### src/rtl/core/fbct_pkg.sv
// ----------------------------------------------------------------------------
// fbct_pkg
// Types and codes shared by the flow byte counter table modules.
// ----------------------------------------------------------------------------
`default_nettype none

package fbct_pkg;

   localparam logic [1:0] REQ_INCOMING = 2'd0;
   localparam logic [1:0] REQ_OUTGOING = 2'd1;
   localparam logic [1:0] REQ_DRAIN    = 2'd2;
   localparam logic [1:0] REQ_UNUSED   = 2'd3;

   localparam logic [2:0] STAT_UPDATED  = 3'd0;
   localparam logic [2:0] STAT_INSERTED = 3'd1;
   localparam logic [2:0] STAT_FULL     = 3'd2;
   localparam logic [2:0] STAT_DRAINED  = 3'd3;
   localparam logic [2:0] STAT_EMPTY    = 3'd4;

   typedef struct packed {
      logic [1:0]  req_type;
      logic [31:0] local_address;
      logic [15:0] local_port_num;
      logic [31:0] remote_address;
      logic [15:0] remote_port_num;
      logic [31:0] byte_length;
   } fbct_req_type;

   typedef struct packed {
      logic [2:0]  status;
      logic [31:0] out_local_address;
      logic [15:0] out_local_port;
      logic [31:0] out_remote_address;
      logic [15:0] out_remote_port;
      logic [63:0] inbound_total;
      logic [63:0] outbound_total;
      logic        last;
   } fbct_rsp_type;

   typedef struct packed {
      logic [31:0] local_addr;
      logic [15:0] local_port;
      logic [31:0] remote_addr;
      logic [15:0] remote_port;
      logic [63:0] in_bytes;
      logic [63:0] out_bytes;
   } fbct_entry_type;

   typedef enum logic [2:0] {
      S_IDLE,
      S_SCAN_RD,
      S_SCAN_CMP,
      S_MISS,
      S_UPDATE,
      S_DRAIN_RD,
      S_DRAIN_OUT,
      S_RSP
   } fbct_state_type;

   typedef struct packed {
      logic latch;
      logic idx_inc;
      logic rd;
      logic scan_cmp;
      logic upd_hit;
      logic insert;
      logic full;
      logic empty;
      logic drain_out;
   } fbct_cmd_type;

   typedef struct packed {
      logic [1:0] req_code;
      logic       idx_valid;
      logic       match;
      logic       idx_last;
      logic       free_found;
      logic       table_empty;
      logic       rsp_last;
   } fbct_sts_type;

endpackage

`default_nettype wire

### src/rtl/core/fbct_ctrl.sv
// ----------------------------------------------------------------------------
// fbct_ctrl
// Sequencer for lookup, insert and drain of the flow table.
// ----------------------------------------------------------------------------
`default_nettype none

module fbct_ctrl (
   input  wire logic                  clock,
   input  wire logic                  reset,
   input  wire logic                  req_valid,
   input  wire logic [1:0]            req_code,
   output logic                       req_stall,
   output logic                       rsp_valid,
   input  wire logic                  rsp_stall,
   input  wire fbct_pkg::fbct_sts_type sts,
   output fbct_pkg::fbct_cmd_type     cmd
);
   import fbct_pkg::*;

   fbct_state_type state_ff, state_in;

   always_ff @(posedge clock) begin
      if (reset) begin
         state_ff <= S_IDLE;
      end else begin
         state_ff <= state_in;
      end
   end

   always_comb begin
      state_in  = state_ff;
      cmd       = '0;
      req_stall = (state_ff != S_IDLE);
      rsp_valid = (state_ff == S_RSP);
      unique case (state_ff)
         S_IDLE: begin
            if (req_valid) begin
               cmd.latch = 1'b1;
               unique case (req_code)
                  REQ_INCOMING, REQ_OUTGOING: state_in = S_SCAN_RD;
                  REQ_DRAIN: begin
                     if (sts.table_empty) begin
                        cmd.empty = 1'b1;
                        state_in  = S_RSP;
                     end else begin
                        state_in = S_DRAIN_RD;
                     end
                  end
                  default: state_in = S_IDLE;
               endcase
            end
         end
         S_SCAN_RD: begin
            cmd.rd   = 1'b1;
            state_in = S_SCAN_CMP;
         end
         S_SCAN_CMP: begin
            cmd.scan_cmp = 1'b1;
            if (sts.match) begin
               state_in = S_UPDATE;
            end else if (sts.idx_last) begin
               state_in = S_MISS;
            end else begin
               cmd.idx_inc = 1'b1;
               state_in    = S_SCAN_RD;
            end
         end
         S_MISS: begin
            if (sts.free_found) begin
               cmd.insert = 1'b1;
            end else begin
               cmd.full = 1'b1;
            end
            state_in = S_RSP;
         end
         S_UPDATE: begin
            cmd.upd_hit = 1'b1;
            state_in    = S_RSP;
         end
         S_DRAIN_RD: begin
            if (sts.idx_valid) begin
               cmd.rd   = 1'b1;
               state_in = S_DRAIN_OUT;
            end else begin
               cmd.idx_inc = 1'b1;
            end
         end
         S_DRAIN_OUT: begin
            cmd.drain_out = 1'b1;
            state_in      = S_RSP;
         end
         S_RSP: begin
            if (!rsp_stall) begin
               if (sts.req_code == REQ_DRAIN && !sts.rsp_last) begin
                  cmd.idx_inc = 1'b1;
                  state_in    = S_DRAIN_RD;
               end else begin
                  state_in = S_IDLE;
               end
            end
         end
         default: state_in = S_IDLE;
      endcase
   end

endmodule

`default_nettype wire

### config.mk
export PLATFORM = sky130hd
export DESIGN_NAME = fbct_ctrl
export DESIGN_NICKNAME = d
export VERILOG_FILES = /design/src/rtl/core/fbct_pkg.sv /design/src/rtl/core/fbct_ctrl.sv
export SDC_FILE = /design/constraint.sdc
export NUM_CORES = 1
export LEC_CHECK = 0
export BUFFER_PORTS_ARGS = -buffer_cell sky130_fd_sc_hd__buf_2
export CORE_AREA = 2 2 39 41
export DETAILED_ROUTE_END_ITERATION = 8
export DIE_AREA = 0 0 41 43
export PLACE_DENSITY = 0.59
export RECOVER_POWER = 25
export SLEW_MARGIN = 20
export SYNTH_ARGS = -nofsm -noshare
export SYNTH_HDL_FRONTEND = slang
export SYNTH_SLANG_ARGS = --single-unit
### constraint.sdc
create_clock -name clock -period 1.2 [get_ports clock]
set_clock_uncertainty 0.15 [all_clocks]
set_input_delay 0.06 -clock clock [delete_from_list [all_inputs] [get_ports clock]]
set_output_delay 0.06 -clock clock [all_outputs]
set_load 0.05 [all_outputs]
==> results of run 1 <==
==> per-stage QoR <==
step | area [um2] | instances | hold WS (ns) | setup TNS [ns]
finish | 910 | 116 | 0.0471 | -3.16
global route | 910 | 116 | 0.0679 | -3.94
CTS | 845 | 114 | 0.0453 | -3.35
detailed placement | 672 | 104 | 0.203 | -2.09
global placement | 672 | 104 | 0.199 | -1.82
floorplan | 457 | 52 | 0.0342 | -1.86
==> cell usage in the layout, fill, tap and decap left out, drive strengths merged <==
cell / count
buf: 47
inv: 5
nand2: 5
nor3b: 4
a21oi: 4
nor2: 4
clkbuf: 4
o21ai: 3
nor3: 3
dfxtp: 3
and2: 2
a31oi: 2
and3b: 1
nand3: 1
or2b: 1
nand3b: 1
o22ai: 1
o22a: 1
nor4: 1
o311ai: 1
and3: 1
or3: 1
or2: 1
a211o: 1
o211ai: 1
dlygate4sd3: 1
==> path summary, 6_finish.rpt <==
path	endpoint	slack [ns]	cells past startpoint
worst min-delay path	state_ff[1]$_SDFFE_PP0P_	0.05	4
worst max register to register	state_ff[1]$_SDFFE_PP0P_	-0.24	6
worst min register to register	state_ff[1]$_SDFFE_PP0P_	0.48	2
worst max-delay path	cmd[1]	-0.34	4
==> cell families (layout without fill, tap and decap cells) <==
group,count (synthesis),in the layout,synth area share
AOI/OAI and AO/OA,14,14,0.277
DFF,3,3,0.156
and+or+nand+nor,26,26,0.433
buffers and inverters,9,57,0.134
==> area by class of cell <==
cell class	instances	area (um2)	area share
Sequential cell	3	68.8	0.0757
Multi-Input combinational cell	40	357	0.392
Timing Repair Buffer	48	417	0.458
Tap cell	16	20.0	0.0220
Clock buffer	4	26.3	0.0289
Inverter	5	21.3	0.0234
==> what timing repair did <==
action                                  CTS  global route
endpoints found under the setup margin   14            14
pin swaps                                 3             6
resized for setup                        32            13
hold buffers                              1             0
setup buffers                             5             2
hold endpoints to repair                  2             0
==> per-layer routing <==
layer / vias to the layer above / routed length, um / GRT usage
met5: - / 0 / 0
met4: 0 / 0 / 0.0200
met3: 0 / 56 / 0.0209
met2: 20 / 791 / 0.313
met1: 248 / 526 / 0.193
li1: 282 / - / -
==> power groups by stage <==
| stage | logic, mW | registers, mW | clock network (mW) |
|---|---|---|---|
| CTS | 1.60 | 0.238 | 0.178 |
| finish | 1.75 | 0.247 | 0.175 |
| floorplan | 0.997 | 0.171 | 0 |
| global route | 1.86 | 0.257 | 0.185 |
| global placement | 1.25 | 0.226 | 0 |
| detailed placement | 1.26 | 0.230 | 0 |
==> worst register-to-register path: cells and delay by family (launching register included) <==
family,cells,cell delay (ns)
buffers and inverters,3,0.26
DFF,1,0.37
AOI/OAI and AO/OA,2,0.40
and+or+nand+nor,1,0.19
==> metrics.yaml, run 1 <==
outcome: "complete, but fails checks"
violations: "setup timing"
clock.fmax_mhz: 650
seqPwrFrac: 0.114
final_core_util: 0.657
routed_wl_um: 1370
drt-wirelength-per-cell_um: 11.8
regMostFlops: "state_ff"
yosys.area.top_type: "dfxtp_1"
clkSlewWorstSetupHoldPaths_ns: 0.04
cp-end-kind: "output pin"
p_per_area_nw_per_um2: 2390
intPower_mw: 1.18
hp-start: "sts[4]"
cp-start-kind: "register"
path_cells: "nor3_4, and2_4, nor3b_4, buf_6"
cts_max_level: 1
drt-pass1-iter-count: 3
maxCapViolations: 0
synthToLayoutAreaGrowth_pct: 137
reg2reg_from: "state_ff[0]$_SDFFE_PP0P_"
grt_pass1_wl_um: 2150
grt_pass1_vias: 531
syn_area_per_cell_um2: 7.39
cts.sinks: 3
drt_iter0_drc: 5
tightestPinTransition_ns: 0.333
fillerInstances: 121
grt-ovfl-total: 0
tritoncts: "yes"
start_util: 0.278
synth_nets: 66
cts_root_buffer: "clkbuf_4"
cp_slowest_stage_delay_ns: 0.37
worstSkewPairLatency_ns: 0.23
synthTopCellsByCount: "5 x nand2_1, 4 x inv_1, 4 x nor3b_1"
yosysTopAreaCellShare: 0.156
crit_start: "state_ff[0]$_SDFFE_PP0P_"
ant_nets: 0
p_sw_frac: 0.456
setup_viol_count_final: 14
hold_path.class: "in -> reg"
synth_edf_count: 0
dp_slack_ns: -0.261
ys_warn_count: 0
clkPwrFrac: 0.081
finalCritPeriodShare: 1.28
ys.flop_type: "dfxtp_1"
cts_buffer_depth: 2
switching_power_mw: 0.990
ys_types: 31
ir_worst_vdd_mv: 1.03
grtUsageTotal: 0.168
place_congestion: 0.793
io_buffers: 24
finalNetCount: 115
fin_ws_ns: -0.338
leakage_nw: 0.443
crit_family: "simple AND/OR/NAND/NOR gates"
dieWidth_um: 41
largest_reg_flops: 3
synthTopCellsByArea: "dfxtp_1 16%, nor3b_1 7.8%, buf_6 5.9%, nand2_1 4.9%, o22a_4 4.6%"
cp_data_arrival_time_ns: 1.33
core_um2: 1380
synth_most_common_cell: "nand2_1"
ios: 25
synth_seq_cells: 3
antenna_found_initial: 0
total_power_mw: 2.17
via_per_inst: 4.74
num_vias: 550
die-area_um2: 1760
netlist_instances: 52
max-slew-margin-rel: 0.775
power_frac_comb: 0.806
final_layout_size_suffix_gt1_frac: 0.720
reg_top3: "state_ff: 3 flops"
grt_max_degree: 11
cpMaxStageDelayCell: "dfxtp_4"
cts_inserted_buffers: 3
rsz0062_at_grt: "true"
antenna_cells: 0
crit_required_ns: 0.99
synthArstFlopShare: 0
hold_viol: 0
crit_fanout: 7
rows: 14
cp_num_buf_inv: 1
die_y_um: 43
fin_crit_ns: 1.54
slew_violations: 0
critical_path_class: "reg -> out"
synth_area_um2: 384
hpwl_um: 965
post-route-drc-count: 0
ys_seq_area_frac: 0.156
Note: power is estimated with default switching activity, not from simulation.
==> run 2: changes to the inputs <==
- PLACE_DENSITY: 0.59 -> 0.56
- clock period: 1.2 -> 1.7 ns (I/O delays scaled with it)
==> metrics.yaml, run 2 (synthesis gave the netlist of run 1 again) <==
seqPwrFrac: 0.201  # +0.087
hold_depth: 3  # -1
reg2reg_from: "state_ff[2]$_SDFFE_PP0P_"
drt-wirelength-per-cell_um: 10.1  # -14%
crit_fanout: 6  # -1
reg2reg_slack_ns: 0.27  # +0.51 ns
p_per_area_nw_per_um2: 1700  # -29%
cts_max_level: 1  # unchanged
tritoncts: "yes"
die-area_um2: 1760  # unchanged
cp_data_arrival_time_ns: 1.37  # +0.04 ns
antenna_found_initial: 0  # unchanged
ir_worst_vdd_mv: 0.487  # -53%
ios: 25  # unchanged
switching_power_mw: 0.555  # -44%
slew_violations: 0  # unchanged
ant_nets: 0  # unchanged
fin_area_um2: 582  # -36%
dieWidth_um: 41  # unchanged
regMostFlops: "state_ff"
rsz0062_at_grt: "false"
setup_viol_count_final: 0  # -14
reg2reg_to: "state_ff[1]$_SDFFE_PP0P_"
final_layout_size_suffix_gt1_frac: 0.582  # -0.138
leakage_nw: 0.298  # -33%
cts_buffer_depth: 2  # unchanged
start_util: 0.278  # unchanged
cp-end-kind: "output pin"
grt_pass1_wl_um: 1500  # -30%
cts_inserted_buffers: 3  # unchanged
met2_length_um: 468  # -41%
largest_reg_flops: 3  # unchanged
die_y_um: 43  # unchanged
reg_top3: "state_ff: 3 flops"
synthToLayoutAreaGrowth_pct: 51.5
via_per_inst: 4.94  # +4.1%
placed_cell_area_um2: 539  # -20%
grtUsageTotal: 0.125  # -0.0429
num_vias: 469  # -15%
finalNetCount: 94  # -18%
outcome: "finished clean"
routed.top_layer: "met4"
crit_required_ns: 1.46  # +0.47 ns
tightestPinTransition_ns: 0.455  # +0.122 ns
met3_length_um: 100  # +79%
place_congestion: 0.824  # +3.8%
wl_met1_um: 384  # -27%
post-route-drc-count: 0  # unchanged
max-slew-margin-rel: 0.693  # -0.0825
cp-start-kind: "register"
hpwl_um: 794  # -18%
hp-start: "req_valid"
grt_max_degree: 18  # +7
grt-ovfl-total: 0  # unchanged
drt_iter0_drc: 9  # +4
clkPwrFrac: 0.125  # +0.044
cts.sinks: 3  # unchanged
rows: 14  # unchanged
routed_wl_um: 964  # -30%
total_power_mw: 0.992  # -54%
critical_path_class: "reg -> out"
clock.fmax_mhz: 624
intPower_mw: 0.437  # -63%
core_um2: 1380  # unchanged
final_cell_mix: "21 x buf_2, 5 x nand2_1, 4 x inv_1"
maxCapViolations: 0  # unchanged
clkSlewWorstSetupHoldPaths_ns: 0.04  # about the same
cts_root_buffer: "clkbuf_4"
holdPathEnd: "state_ff[0]$_SDFFE_PP0P_"
p_sw_frac: 0.560  # +0.104
io_buffers: 24  # unchanged
fin_crit_ns: 1.60
multiInputGateArea_um2: 305  # -14%
antenna_cells: 0  # unchanged
regArea_um2: 63.8  # -7.3%
reg2reg_depth: 5  # -1
finalCritPeriodShare: 0.942
post-cts-setup-buffer-count: 0  # -5
drt-pass1-iter-count: 4  # +1
final_common_cell: "buf_2"
grt_pass1_vias: 410  # -23%
worstSkewPairLatency_ns: 0.23  # about the same
hold_viol: 0  # unchanged
hold_path.class: "in -> reg"
power_frac_comb: 0.674  # -0.132
fillerInstances: 158  # +31%
tns_ns: 0  # +3.16 ns
-- run 2: per-layer routing --
layer	up-vias	global-route usage
li1	239	-
met1	203	0.146
met2	25	0.200
met3	2	0.0157
met4	0	0.0800
met5	-	0
-- run 2: critical path, cell delays in order, from the launching register on --
cell and delay, ns:
dfxtp_2 0.42, buf_4 0.17, nand2_1 0.08, nor3b_2 0.18, buf_2 0.28
-- run 2: cell type report --
class	count	area share
clock buffer	4	0.0452
tap	16	0.0344
inverter	5	0.0323
timing repair buffer	27	0.254
sequential	3	0.110
multi-input combinational	40	0.525
-- run 2: stage by stage --
stage,util,hold WS [ns],worst slack (ns),std cells
after floorplan,-,0.0842,-0.261,52
after global placement,0.390,0.225,0.118,90
after detailed placement,0.390,0.223,0.107,90
after CTS,0.420,0.0551,0.0194,95
after global routing,0.420,0.0640,0.0116,95
final,0.420,0.0573,0.0987,95
-- run 2: timing repair --
| item | in CTS | in global routing |
|---|---|---|
| hold buffers | 1 | 0 |
| pin swaps | 0 | 0 |
| resized for setup | 3 | 1 |
| endpoints found under the setup margin | 4 | 2 |
| hold endpoints to repair | 1 | 0 |
-- run 2: worst max path at each step --
stage / from / slack, ns / depth (start not counted) / end
6_report: state_ff[0]$_SDFFE_PP0P_ / 0.1 / 4 / cmd[3]
5_1_grt: state_ff[0]$_SDFFE_PP0P_ / 0.01 / 4 / cmd[3]
4_1_cts: state_ff[2]$_SDFFE_PP0P_ / 0.02 / 3 / cmd[7]
3_5_place_dp: state_ff[1]$_SDFFE_PP0P_ / 0.11 / 4 / state_ff[0]$_SDFFE_PP0P_
3_3_place_gp: state_ff[1]$_SDFFE_PP0P_ / 0.12 / 4 / state_ff[0]$_SDFFE_PP0P_
2_1_floorplan: state_ff[2]$_SDFFE_PP0P_ / -0.26 / 4 / cmd[1]
-- run 2: power groups by stage --
stage / clock [mW] / combinational, mW / sequential (mW)
after floorplan: 0 / 0.639 / 0.116
after global placement: 0 / 0.666 / 0.193
after detailed placement: 0 / 0.669 / 0.194
after CTS: 0.128 / 0.673 / 0.198
after global routing: 0.129 / 0.723 / 0.210
final: 0.124 / 0.668 / 0.199
